$ cat config.mk
export PLATFORM = sky130hd
export DESIGN_NAME = bifid_cipher_engine_core
export DESIGN_NICKNAME = d
export VERILOG_FILES = /design/src/hdl/bce_pkg.sv /design/src/hdl/bifid_cipher_engine_core.sv /design/src/hdl/bce_ram.sv /design/src/hdl/bce_dp.sv /design/src/hdl/bce_ctrl.sv
export SDC_FILE = /design/constraint.sdc
export NUM_CORES = 1
export LEC_CHECK = 0
export BUFFER_PORTS_ARGS = -buffer_cell sky130_fd_sc_hd__buf_2
export CAP_MARGIN = 20
export CORE_ASPECT_RATIO = 1.2
export CORE_MARGIN = 1
export CORE_UTILIZATION = 46
export CTS_CLUSTER_SIZE = 24
export DETAILED_ROUTE_END_ITERATION = 12
export SLEW_MARGIN = 20
export SYNTH_ARGS = -nofsm -noshare
export SYNTH_HDL_FRONTEND = slang
export SYNTH_SLANG_ARGS = --single-unit
$ cat constraint.sdc
create_clock -name clk -period 6.12 [get_ports clk]
set_input_delay 0.306 -clock clk [delete_from_list [all_inputs] [get_ports clk]]
set_output_delay 0.306 -clock clk [all_outputs]
set_load 0.01 [all_outputs]
$ cat src/hdl/bce_pkg.sv
// Shared types, constants and helper functions of the Bifid cipher engine.
package bce_pkg;

  localparam int MAX_PERIOD_DEF = 8;
  localparam int CELLS          = 25;
  localparam int ALPHA          = 26;
  localparam int LETTER_W       = 5;
  localparam int COORD_W        = 3;
  localparam int GLEN_W         = 4;
  localparam int TDATA_W        = 8;
  localparam int CFG_IDX_W      = 1;

  localparam logic [LETTER_W-1:0] LET_I = 5'd8;
  localparam logic [LETTER_W-1:0] LET_J = 5'd9;
  localparam logic [LETTER_W-1:0] LET_Z = 5'd25;

  localparam logic [GLEN_W-1:0] GLEN_RESET = 4'd5;
  localparam logic [LETTER_W-1:0] ROW_MUL   = 5'd13;

  localparam logic REQ_KEY = 1'b0;
  localparam logic REQ_MSG = 1'b1;

  localparam logic MODE_ENCODE = 1'b0;
  localparam logic MODE_DECODE = 1'b1;

  typedef logic [LETTER_W-1:0] letter_t;
  typedef logic [COORD_W-1:0]  coord_t;

  typedef enum logic [CFG_IDX_W-1:0] {
    CFG_MODE   = 1'b0,
    CFG_LENGTH = 1'b1
  } cfg_idx_t;

  typedef enum logic [1:0] {
    ST_IDLE,
    ST_FILL,
    ST_EMIT
  } ctrl_state_t;

  typedef struct packed {
    logic new_key;
    logic place_en;
    logic walk;
    logic buf_wr;
    logic rd_en;
    logic load_out;
    logic end_flag;
    logic msg_flag;
  } dp_cmd_t;

  function automatic letter_t norm_letter(letter_t v);
    if (v > LET_Z) return LET_Z;
    if (v == LET_J) return LET_I;
    return v;
  endfunction

  // row = p / 5 for p below 25, by reciprocal multiply
  function automatic coord_t cell_row(letter_t p);
    logic [2*LETTER_W-1:0] prod;
    prod = {{LETTER_W{1'b0}}, p} * {{LETTER_W{1'b0}}, ROW_MUL};
    return prod[8:6];
  endfunction

  function automatic coord_t cell_col(letter_t p);
    letter_t r5;
    r5 = {2'b00, cell_row(p)} * 5'd5;
    return coord_t'(p - r5);
  endfunction

  function automatic letter_t init_square(letter_t c);
    return (c < LET_J) ? c : letter_t'(c + 5'd1);
  endfunction

  function automatic letter_t init_position(letter_t l);
    return (l < LET_J) ? l : letter_t'(l - 5'd1);
  endfunction

endpackage

$ cat src/hdl/bifid_cipher_engine_core.sv
// Top level of the Bifid cipher engine: configuration registers and stream ports.
// Usage:
//   Input stream carries key letters (in_tuser = 0) and message letters
//   (in_tuser = 1), letter index in in_tdata[4:0], in_tlast on the final item
//   of a key or of a message. The last key item then walks the alphabet to
//   complete the square, taking no requests meanwhile. When a message letter
//   closes a group of n letters, the results are read from the two coordinate
//   buffer copies and looked up in the square into the output register, one
//   per cycle while the output accepts them; the next request is taken once
//   all n results have moved into the output register.
//   Output stream: letter in out_tdata[4:0], out_tuser marks the last result
//   of a group, out_tlast the last result of the message.
//   A stalled output holds its result; emission of a group pauses until the
//   output register is free. Configuration (cipher mode, group length) is
//   written through cfg_we/cfg_index/cfg_wdata; the user must write it only
//   while the block is idle, the block itself does not enforce this.
//   Synchronous reset restores the alphabet square, mode encode, length 5.
module bifid_cipher_engine_core #(
  parameter int MAX_PERIOD = bce_pkg::MAX_PERIOD_DEF
) (
  input  logic                                clk,
  input  logic                                rst_n,
  input  logic                                in_tvalid,
  output logic                                in_tready,
  input  logic [bce_pkg::TDATA_W-1:0]         in_tdata,    // [4:0] letter
  input  logic [0:0]                          in_tuser,    // [0] req_type
  input  logic                                in_tlast,
  output logic                                out_tvalid,
  input  logic                                out_tready,
  output logic [bce_pkg::TDATA_W-1:0]         out_tdata,   // [4:0] out_letter
  output logic [0:0]                          out_tuser,   // [0] group_end
  output logic                                out_tlast,
  input  logic                                cfg_we,
  input  logic [bce_pkg::CFG_IDX_W-1:0]       cfg_index,
  input  logic [bce_pkg::GLEN_W-1:0]          cfg_wdata
);

  localparam int AW = (MAX_PERIOD > 1) ? $clog2(MAX_PERIOD) : 1;
  localparam int CW = $clog2(MAX_PERIOD + 1);

  logic                        cipher_mode_r;
  logic [bce_pkg::GLEN_W-1:0]  group_length_r;

  bce_pkg::dp_cmd_t  cmd;
  bce_pkg::letter_t  walk_letter;
  logic [AW-1:0]     buf_addr;
  logic [CW-1:0]     grp_n;
  logic [CW-1:0]     emit_k;
  bce_pkg::letter_t  res_letter;
  logic              res_group_end;
  logic              res_message_end;

  always_ff @(posedge clk) begin
    if (!rst_n) begin
      cipher_mode_r  <= bce_pkg::MODE_ENCODE;
      group_length_r <= bce_pkg::GLEN_RESET;
    end else if (cfg_we) begin
      unique case (bce_pkg::cfg_idx_t'(cfg_index))
        bce_pkg::CFG_MODE:   cipher_mode_r  <= cfg_wdata[0];
        bce_pkg::CFG_LENGTH: group_length_r <= cfg_wdata;
        default: begin
        end
      endcase
    end
  end

  bce_ctrl #(.MAX_PERIOD(MAX_PERIOD)) u_ctrl (
    .clk          (clk),
    .rst_n        (rst_n),
    .in_tvalid    (in_tvalid),
    .in_tready    (in_tready),
    .in_req_type  (in_tuser[0]),
    .in_last      (in_tlast),
    .out_tready   (out_tready),
    .out_tvalid   (out_tvalid),
    .group_length (group_length_r),
    .cmd          (cmd),
    .walk_letter  (walk_letter),
    .buf_addr     (buf_addr),
    .grp_n        (grp_n),
    .emit_k       (emit_k)
  );

  bce_dp #(.MAX_PERIOD(MAX_PERIOD)) u_dp (
    .clk             (clk),
    .rst_n           (rst_n),
    .cmd             (cmd),
    .in_letter       (in_tdata[bce_pkg::LETTER_W-1:0]),
    .walk_letter     (walk_letter),
    .buf_addr        (buf_addr),
    .grp_n           (grp_n),
    .emit_k          (emit_k),
    .cipher_mode     (cipher_mode_r),
    .res_letter      (res_letter),
    .res_group_end   (res_group_end),
    .res_message_end (res_message_end)
  );

  assign out_tdata = {{(bce_pkg::TDATA_W - bce_pkg::LETTER_W){1'b0}}, res_letter};
  assign out_tuser = res_group_end;
  assign out_tlast = res_message_end;

  a_msg_end_closes_group: assert property (@(posedge clk) disable iff (!rst_n)
    out_tvalid && out_tlast |-> out_tuser[0])
    else $error("message end without group end");

  a_letter_legal: assert property (@(posedge clk) disable iff (!rst_n)
    out_tvalid |-> (out_tdata[bce_pkg::LETTER_W-1:0] != bce_pkg::LET_J) &&
                   (out_tdata[bce_pkg::LETTER_W-1:0] <= bce_pkg::LET_Z))
    else $error("result letter outside square alphabet");

  a_key_no_result: assert property (@(posedge clk) disable iff (!rst_n)
    in_tvalid && in_tready && (in_tuser[0] == bce_pkg::REQ_KEY) && !out_tvalid
      |=> !out_tvalid)
    else $error("key request produced a result");

endmodule

$ cat src/hdl/bce_ram.sv
// Generic single-write, single-read RAM with registered read data.
module bce_ram #(
  parameter int WIDTH = 2 * bce_pkg::COORD_W,
  parameter int DEPTH = bce_pkg::MAX_PERIOD_DEF
) (
  input  logic                                    clk,
  input  logic                                    we,
  input  logic [((DEPTH > 1) ? $clog2(DEPTH) : 1)-1:0] waddr,
  input  logic [WIDTH-1:0]                        wdata,
  input  logic                                    re,
  input  logic [((DEPTH > 1) ? $clog2(DEPTH) : 1)-1:0] raddr,
  output logic [WIDTH-1:0]                        rdata
);

  logic [WIDTH-1:0] mem_r [DEPTH];
  logic [WIDTH-1:0] rdata_r;

  always_ff @(posedge clk) begin
    if (we) begin
      mem_r[waddr] <= wdata;
    end
    if (re) begin
      rdata_r <= mem_r[raddr];
    end
  end

  assign rdata = rdata_r;

endmodule

$ cat src/hdl/bce_dp.sv
// Datapath: key square, letter positions, coordinate buffers and result register.
module bce_dp #(
  parameter int MAX_PERIOD = bce_pkg::MAX_PERIOD_DEF
) (
  input  logic                                      clk,
  input  logic                                      rst_n,
  input  bce_pkg::dp_cmd_t                          cmd,
  input  bce_pkg::letter_t                          in_letter,
  input  bce_pkg::letter_t                          walk_letter,
  input  logic [((MAX_PERIOD > 1) ? $clog2(MAX_PERIOD) : 1)-1:0] buf_addr,
  input  logic [$clog2(MAX_PERIOD+1)-1:0]           grp_n,
  input  logic [$clog2(MAX_PERIOD+1)-1:0]           emit_k,
  input  logic                                      cipher_mode,
  output bce_pkg::letter_t                          res_letter,
  output logic                                      res_group_end,
  output logic                                      res_message_end
);

  localparam int AW = (MAX_PERIOD > 1) ? $clog2(MAX_PERIOD) : 1;
  localparam int SW = $clog2(2 * MAX_PERIOD);
  localparam int EW = 2 * bce_pkg::COORD_W;

  bce_pkg::letter_t square_r [bce_pkg::CELLS];
  bce_pkg::letter_t pos_r    [bce_pkg::ALPHA];
  logic [bce_pkg::ALPHA-1:0] used_r;
  bce_pkg::letter_t key_fill_r;

  bce_pkg::letter_t letter_n;
  bce_pkg::letter_t sel_letter;
  bce_pkg::letter_t fill_eff;
  logic             used_eff;
  logic             do_place;

  bce_pkg::letter_t  msg_pos;
  logic [EW-1:0]     buf_wdata;
  logic [SW-1:0]     k_s;
  logic [SW-1:0]     n_s;
  logic [SW-1:0]     idx_a;
  logic [SW-1:0]     idx_b;
  logic [AW:0]       map_a;
  logic [AW:0]       map_b;
  logic [EW-1:0]     rd_a;
  logic [EW-1:0]     rd_b;
  logic              half_a_r;
  logic              half_b_r;
  bce_pkg::coord_t   row_c;
  bce_pkg::coord_t   col_c;
  bce_pkg::letter_t  cell_idx;

  bce_pkg::letter_t  res_letter_r;
  logic              res_group_end_r;
  logic              res_message_end_r;

  function automatic logic [AW:0] seq_map(logic [SW-1:0] idx, logic [SW-1:0] len,
                                          logic dec);
    logic [AW-1:0] addr;
    logic          half;
    if (dec) begin
      addr = AW'(idx >> 1);
      half = idx[0];
    end else if (idx < len) begin
      addr = AW'(idx);
      half = 1'b0;
    end else begin
      addr = AW'(idx - len);
      half = 1'b1;
    end
    return {addr, half};
  endfunction

  // key placement
  assign letter_n   = bce_pkg::norm_letter(in_letter);
  assign sel_letter = cmd.walk ? walk_letter : letter_n;
  assign used_eff   = cmd.new_key ? 1'b0 : used_r[sel_letter];
  assign fill_eff   = cmd.new_key ? '0 : key_fill_r;
  assign do_place   = cmd.place_en && !used_eff &&
                      (fill_eff < bce_pkg::LETTER_W'(bce_pkg::CELLS));

  always_ff @(posedge clk) begin
    if (!rst_n) begin
      for (int c = 0; c < bce_pkg::CELLS; c++) begin
        square_r[c] <= bce_pkg::init_square(bce_pkg::LETTER_W'(c));
      end
      for (int l = 0; l < bce_pkg::ALPHA; l++) begin
        pos_r[l] <= bce_pkg::init_position(bce_pkg::LETTER_W'(l));
      end
      used_r     <= '0;
      key_fill_r <= '0;
    end else begin
      if (do_place) begin
        square_r[fill_eff]   <= sel_letter;
        pos_r[sel_letter]    <= fill_eff;
        key_fill_r           <= bce_pkg::letter_t'(fill_eff + 5'd1);
      end else if (cmd.new_key) begin
        key_fill_r <= '0;
      end
      if (cmd.new_key) begin
        used_r <= do_place ? (bce_pkg::ALPHA'(1) << sel_letter) : '0;
      end else if (do_place) begin
        used_r[sel_letter] <= 1'b1;
      end
    end
  end

  // coordinate buffers, entry = {col, row}
  assign msg_pos   = pos_r[letter_n];
  assign buf_wdata = {bce_pkg::cell_col(msg_pos), bce_pkg::cell_row(msg_pos)};

  assign k_s   = SW'(emit_k);
  assign n_s   = SW'(grp_n);
  assign idx_a = (cipher_mode == bce_pkg::MODE_DECODE) ? k_s : SW'({emit_k, 1'b0});
  assign idx_b = (cipher_mode == bce_pkg::MODE_DECODE) ? SW'(n_s + k_s)
                                                       : SW'({emit_k, 1'b1});
  assign map_a = seq_map(idx_a, n_s, cipher_mode == bce_pkg::MODE_DECODE);
  assign map_b = seq_map(idx_b, n_s, cipher_mode == bce_pkg::MODE_DECODE);

  bce_ram #(.WIDTH(EW), .DEPTH(MAX_PERIOD)) u_ram_a (
    .clk   (clk),
    .we    (cmd.buf_wr),
    .waddr (buf_addr),
    .wdata (buf_wdata),
    .re    (cmd.rd_en),
    .raddr (map_a[AW:1]),
    .rdata (rd_a)
  );

  bce_ram #(.WIDTH(EW), .DEPTH(MAX_PERIOD)) u_ram_b (
    .clk   (clk),
    .we    (cmd.buf_wr),
    .waddr (buf_addr),
    .wdata (buf_wdata),
    .re    (cmd.rd_en),
    .raddr (map_b[AW:1]),
    .rdata (rd_b)
  );

  always_ff @(posedge clk) begin
    if (cmd.rd_en) begin
      half_a_r <= map_a[0];
      half_b_r <= map_b[0];
    end
  end

  assign row_c    = half_a_r ? rd_a[EW-1:bce_pkg::COORD_W] : rd_a[bce_pkg::COORD_W-1:0];
  assign col_c    = half_b_r ? rd_b[EW-1:bce_pkg::COORD_W] : rd_b[bce_pkg::COORD_W-1:0];
  assign cell_idx = ({2'b00, row_c} * 5'd5) + {2'b00, col_c};

  always_ff @(posedge clk) begin
    if (cmd.load_out) begin
      res_letter_r      <= square_r[cell_idx];
      res_group_end_r   <= cmd.end_flag;
      res_message_end_r <= cmd.msg_flag;
    end
  end

  assign res_letter      = res_letter_r;
  assign res_group_end   = res_group_end_r;
  assign res_message_end = res_message_end_r;

endmodule

$ cat src/hdl/bce_ctrl.sv
// Controller: request sequencing, key completion walk and group emission.
module bce_ctrl #(
  parameter int MAX_PERIOD = bce_pkg::MAX_PERIOD_DEF
) (
  input  logic                                      clk,
  input  logic                                      rst_n,
  input  logic                                      in_tvalid,
  output logic                                      in_tready,
  input  logic                                      in_req_type,
  input  logic                                      in_last,
  input  logic                                      out_tready,
  output logic                                      out_tvalid,
  input  logic [bce_pkg::GLEN_W-1:0]                group_length,
  output bce_pkg::dp_cmd_t                          cmd,
  output bce_pkg::letter_t                          walk_letter,
  output logic [((MAX_PERIOD > 1) ? $clog2(MAX_PERIOD) : 1)-1:0] buf_addr,
  output logic [$clog2(MAX_PERIOD+1)-1:0]           grp_n,
  output logic [$clog2(MAX_PERIOD+1)-1:0]           emit_k
);

  localparam int AW = (MAX_PERIOD > 1) ? $clog2(MAX_PERIOD) : 1;
  localparam int CW = $clog2(MAX_PERIOD + 1);
  localparam int GW = (CW > bce_pkg::GLEN_W) ? CW : bce_pkg::GLEN_W;

  bce_pkg::ctrl_state_t state_r, state_nxt;
  logic                 key_open_r, key_open_nxt;
  bce_pkg::letter_t     walk_r, walk_nxt;
  logic [CW-1:0]        gc_r, gc_nxt;
  logic [CW-1:0]        n_r, n_nxt;
  logic [CW-1:0]        k_r, k_nxt;
  logic                 msg_last_r, msg_last_nxt;
  logic                 pend_r, pend_nxt;
  logic                 pend_end_r, pend_end_nxt;
  logic                 out_valid_r, out_valid_nxt;

  logic [CW-1:0]        period;
  logic [CW-1:0]        cnt_new;
  logic                 gc_room;
  logic                 load_out;
  logic                 issue;
  logic                 ready_c;

  always_comb begin
    if (group_length == '0) begin
      period = CW'(1);
    end else if (GW'(group_length) > GW'(MAX_PERIOD)) begin
      period = CW'(MAX_PERIOD);
    end else begin
      period = CW'(group_length);
    end
  end

  assign gc_room  = gc_r < CW'(MAX_PERIOD);
  assign cnt_new  = gc_room ? CW'(gc_r + 1'b1) : gc_r;
  assign load_out = pend_r && (!out_valid_r || out_tready);
  assign issue    = (state_r == bce_pkg::ST_EMIT) && (k_r < n_r) && (!pend_r || load_out);

  always_ff @(posedge clk) begin
    if (!rst_n) begin
      state_r     <= bce_pkg::ST_IDLE;
      key_open_r  <= 1'b0;
      walk_r      <= '0;
      gc_r        <= '0;
      n_r         <= '0;
      k_r         <= '0;
      msg_last_r  <= 1'b0;
      pend_r      <= 1'b0;
      pend_end_r  <= 1'b0;
      out_valid_r <= 1'b0;
    end else begin
      state_r     <= state_nxt;
      key_open_r  <= key_open_nxt;
      walk_r      <= walk_nxt;
      gc_r        <= gc_nxt;
      n_r         <= n_nxt;
      k_r         <= k_nxt;
      msg_last_r  <= msg_last_nxt;
      pend_r      <= pend_nxt;
      pend_end_r  <= pend_end_nxt;
      out_valid_r <= out_valid_nxt;
    end
  end

  always_comb begin
    state_nxt     = state_r;
    key_open_nxt  = key_open_r;
    walk_nxt      = walk_r;
    gc_nxt        = gc_r;
    n_nxt         = n_r;
    k_nxt         = k_r;
    msg_last_nxt  = msg_last_r;
    pend_nxt      = pend_r;
    pend_end_nxt  = pend_end_r;
    out_valid_nxt = out_valid_r;
    cmd           = '0;
    ready_c       = 1'b0;

    // result pipeline: buffer read, then square lookup into the output register
    cmd.rd_en    = issue;
    cmd.load_out = load_out;
    cmd.end_flag = pend_end_r;
    cmd.msg_flag = pend_end_r && msg_last_r;
    if (load_out) begin
      out_valid_nxt = 1'b1;
    end else if (out_tready) begin
      out_valid_nxt = 1'b0;
    end
    if (issue) begin
      pend_nxt     = 1'b1;
      pend_end_nxt = (CW'(k_r + 1'b1) == n_r);
      k_nxt        = CW'(k_r + 1'b1);
    end else if (load_out) begin
      pend_nxt = 1'b0;
    end

    unique case (state_r)
      bce_pkg::ST_IDLE: begin
        ready_c = rst_n;
        if (in_tvalid && rst_n) begin
          if (in_req_type == bce_pkg::REQ_KEY) begin
            cmd.new_key  = !key_open_r;
            cmd.place_en = 1'b1;
            key_open_nxt = 1'b1;
            if (in_last) begin
              walk_nxt  = '0;
              state_nxt = bce_pkg::ST_FILL;
            end
          end else begin
            cmd.buf_wr = gc_room;
            if (cnt_new >= period || in_last) begin
              n_nxt        = cnt_new;
              k_nxt        = '0;
              msg_last_nxt = in_last;
              gc_nxt       = '0;
              state_nxt    = bce_pkg::ST_EMIT;
            end else begin
              gc_nxt = cnt_new;
            end
          end
        end
      end
      bce_pkg::ST_FILL: begin
        cmd.walk     = 1'b1;
        cmd.place_en = (walk_r != bce_pkg::LET_J);
        if (walk_r == bce_pkg::LET_Z) begin
          key_open_nxt = 1'b0;
          state_nxt    = bce_pkg::ST_IDLE;
        end else begin
          walk_nxt = bce_pkg::letter_t'(walk_r + 5'd1);
        end
      end
      bce_pkg::ST_EMIT: begin
        if (k_r == n_r && (!pend_r || load_out)) begin
          state_nxt = bce_pkg::ST_IDLE;
        end
      end
      default: begin
        state_nxt = bce_pkg::ST_IDLE;
      end
    endcase
  end

  assign in_tready   = ready_c;
  assign out_tvalid  = out_valid_r;
  assign walk_letter = walk_r;
  assign buf_addr    = AW'(gc_r);
  assign grp_n       = n_r;
  assign emit_k      = k_r;

endmodule
==> key figures <==
Timing
  • RSZ-0062 raised after global routing: false
  • Final hold viol count: 0
  • Worst-case clock skew: 0.0312 ns
  • Minimum clock period: 5.47 ns
  • Max Slew Vio Count: 0
  • Final setup vio count: 0
  • Max_slew headroom: 0.243
  • Max Fclk: 183 MHz
  • Slew at the pin with the worst max-slew slack: 1.14 ns
  • Crit share post-route: 0.893
  • Post-Route Setup TNS: 0 ns

Critical path
  • Cell breakdown of the critical path: buf_2 > nand2b_1 > a21boi_0 > nor2_2 > buf_12 > o221ai_1 > a21oi_1 > a311oi_1 > a311oi_1 > buf_4 > or2_2 > ha_1 > ha_1 > ha_1 > and3_1 > nand4bb_1 > nand2b_1 > xor2_2 > mux2_2 > fa_1 > xnor2_1 > xnor2_1 > xnor2_1
  • Reg2Reg Setup Slack: 0.74 ns
  • Critical Path Source Type: primary input
  • Bufs and invs on worst path: 3
  • WP data arrival: 5.75 ns
  • Worst r2r src: u_dp.pos_r[10][0]
  • Crit-path leading delay family: adder cells
  • CP Max Fanout: 18
  • Crit path to: u_dp.u_ram_a.mem_r[5][5]
  • CP required: 6.40 ns
  • Critical path startpoint: in_tdata[4]
  • Levels on crit path: 23
  • Reg-to-Reg End: u_dp.u_ram_a.mem_r[5][5]
  • CP max stage cell: xnor2_1
  • Crit path kind: primary input to flop
  • R2R depth: 19
  • Worst setup EP type: flop
  • CP max stage delay: 0.49 ns

Outcome
  • Status: completed

GRT
  • Total GRT Usage: 0.249
  • GR Overflow Total: 0
  • Vias in the first global route: 14900
  • Largest net degree at the start of global routing: 81
  • Antenna violations before repair: 1
  • First-pass GRT wire length: 88500 microns

Logic synthesis
  • Most common library cells after synthesis: edfxtp_1, nand2_1, nor2_1
  • Top FF cell, synth: edfxtp_1
  • Largest area contributor in the netlist: edfxtp_1
  • Synth top area share: 0.523
  • Yosys warns: 0
  • Cells after synthesis: 1835
  • Avg Cell Area, Syn: 11.7 sq um
  • #FFs+latches synth: 435
  • Async S/R FF share, synth: 0
  • Synth top area cells: edfxtp_1, mux4_2, dfxtp_1, nand2_1, nand3_1
  • Xor and xnor area share after synthesis: 0.0120
  • Adder-Cell Fraction of Synth Area: 0.0306
  • Yosys cell types: 88
  • Multiplexer area fraction after synthesis: 0.0962
  • Largest family of logic cells by synthesized area: simple AND/OR/NAND/NOR gates
  • Post-synth EDFFs: 375
  • Mapped Area: 0.0215 sq mm
  • Synth Area in Simple Gates: 0.159
  • Sequential-to-total area share from yosys stat: 0.579
  • Most frequent cell after synthesis: edfxtp_1
  • Synth Area in Compound Gates: 0.0888

Clocking
  • # resized after CTS: 0
  • Deepest clock path buffer count: 3
  • Clock sinks: 435
  • Setup Buffers After CTS: 0
  • Clock latency on the worst-skew pair: 0.59 ns
  • CTS root buffer: clkbuf_16
  • H-tree depth: 2
  • CTS tree: yes
  • Clock slew at reported path FFs: 0.06 ns
  • TritonCTS buffer count: 44

Pwr
  • Seq pwr share: 0.495
  • Lkg Pwr: 0.00805 uW
  • Pwr dens: 291 mW/mm^2
  • Combinational power share: 0.134
  • Net Sw Power: 1800 uW
  • Switch share: 0.258
  • Clock power frac: 0.371
  • Worst IR Drop VDD: 169 uV
  • Internal power: 5190 uW

Routing
  • Drt pass-1 iters: 6
  • Post-DRT Antenna Nets: 0
  • Via count: 15200
  • DRC: 0
  • Drt first-iter violations: 1372
  • DR WL/cell: 23.0 microns
  • Routed wire length: 58200 microns
  • Vias per cell: 5.99

Run
  • Number of max-cap violations: 0

Min path
  • Hold Path Class: primary input to flop
  • Min-delay src: cfg_wdata[0]

Final layout
  • Final instance area: 0.0240 sq mm
  • P&R area growth vs syn: 11.7%
  • Fraction of layout cells with a size suffix above 1: 0.155
  • Diodes inserted: 0
  • Fin nets: 1946
  • Filler cells: 4065

Die
  • Num rows: 86
  • Die X: 199 microns
  • Core Region: 0.0461 sq mm
  • Top-Level Pins: 32
  • Die Y: 239 microns
  • Initial core utilization: 0.467
  • Die area: 0.0476 sq mm

Placed design
  • Detailed Place HPWL: 40000 microns
  • Cell Area, Placed: 0.0227 sq mm
  • GP Congestion: 0.872
  • Buffers on Ports: 25
-- cell families after synthesis --
group                      after synthesis
AOI/OAI and AO/OA                      287
xor gates and xnor gates                27
adders and majority gates               49
buffers and inverters                  176
DFF                                    435
muxes                                  133
other                                    1
and+or+nand+nor                        727
-- worst reg2reg max path: stages (launching register included) --
cell and delay (ns):
edfxtp_1 0.38, or4b_2 0.59, a21oi_1 0.17, nand3b_1 0.12, a221oi_1 0.10, a211oi_2 0.48, ha_1 0.23, inv_1 0.05
fa_1 0.47, inv_1 0.04, ha_1 0.26, and3_1 0.17, nand4bb_1 0.14, nand2b_1 0.18, xor2_2 0.17, mux2_2 0.36
fa_1 0.37, xnor2_1 0.20, xnor2_1 0.11, xnor2_1 0.49
-- through the flow --
| step | setup slack (ns) | instances | utilization | hold slack [ns] | power, uW |
|---|---|---|---|---|---|
| 2_1_floorplan | 0.503 | 1857 | - | 0.420 | 4140 |
| 3_3_place_gp | 0.330 | 2445 | 0.492 | 0.434 | 4420 |
| 3_5_place_dp | 0.0911 | 2446 | 0.492 | 0.443 | 4460 |
| 4_1_cts | 0.670 | 2529 | 0.522 | 0.00133 | 7020 |
| 5_1_grt | 0.349 | 2529 | 0.522 | 0.0178 | 7220 |
| 6_report | 0.653 | 2529 | 0.522 | 0.0186 | 7000 |
-- state kept, by name, summed over array words and instances (netlist names), 2 cells and up --
name                count
u_dp.u_ram_a.mem_r      6
u_dp.u_ram_b.rdata      6
u_dp.pos_r            146
u_ctrl.emit_k           4
u_dp.u_ram_b.mem_r     42
u_ctrl.gc_r             4
u_dp.u_ram_a.rdata      6
u_ctrl.state_r          2
u_dp.key_fill_r         5
u_ctrl.grp_n            4
u_dp.square_r         160
group_length_r          4
u_dp.used_r            26
u_ctrl.walk_letter      5
u_dp.res_letter         5
-- cells in the final DEF (no fill, tap or decap), types with 12 or more instances in the layout --
cell type / Yosys / final
edfxtp_1: 375 / 375
nand2_1: 223 / 223
nor2_1: 150 / 149
nand3_1: 126 / 126
o21ai_0: 108 / 105
buf_4: 6 / 79
nor3_1: 78 / 78
dfxtp_1: 60 / 60
mux4_2: 55 / 55
mux2i_1: 47 / 47
clkbuf_16: 0 / 45
ha_1: 43 / 41
inv_1: 32 / 32
a21oi_1: 33 / 32
mux2_2: 30 / 30
nor2b_1: 27 / 27
buf_2: 26 / 24
conb_1: 1 / 23
nand4_1: 22 / 22
or3_1: 22 / 22
a211oi_1: 21 / 21
nand2b_1: 19 / 19
and2_1: 16 / 17
xor2_1: 13 / 13
xnor2_1: 12 / 12
o211ai_1: 12 / 12
a221oi_1: 12 / 12
-- power groups by stage --
stage               logic, uW  clock network (uW)  registers (uW)
global placement          900                   0            3520
finish                    937                2600            3460
detailed placement        932                   0            3520
floorplan                 630                   0            3510
global route             1020                2730            3470
CTS                       935                2630            3460
-- cell type report --
class	count	area [sq um]	area share
clock buffer	57	1200	0.0500
clock inverter	25	165	0.00687
inverter	40	153	0.00635
multi-input combinational	1246	8440	0.351
sequential	435	12500	0.519
tap	616	771	0.0321
timing repair buffer	110	835	0.0347
-- worst min-delay path by stage --
stage | end | slack, ns | cells after the start
after floorplan | u_dp.used_r[6] | 0.42 | 2
after detailed placement | u_dp.used_r[7] | 0.44 | 2
final | group_length_r[0] | 0.02 | 3
after global placement | u_dp.used_r[1] | 0.43 | 2
after global routing | group_length_r[3] | 0.02 | 3
after CTS | group_length_r[0] | 0.001 | 3
-- routing by layer --
layer  vias to the layer above  part of all wire  global-route usage
met4                         2             0.037              0.0960
met3                       130             0.067              0.0398
li1                       6923                 -                   -
met5                         -           0.00021                   0
met2                       546              0.49               0.420
met1                      7556              0.40               0.322
-- repair_timing --
| action | 4_1_cts | 5_1_grt |
|---|---|---|
| hold endpoints to repair | 1 | 0 |
| hold buffers | 1 | 0 |
| setup endpoints to repair | 0 | 0 |
Power figures use the tool's default switching activity.
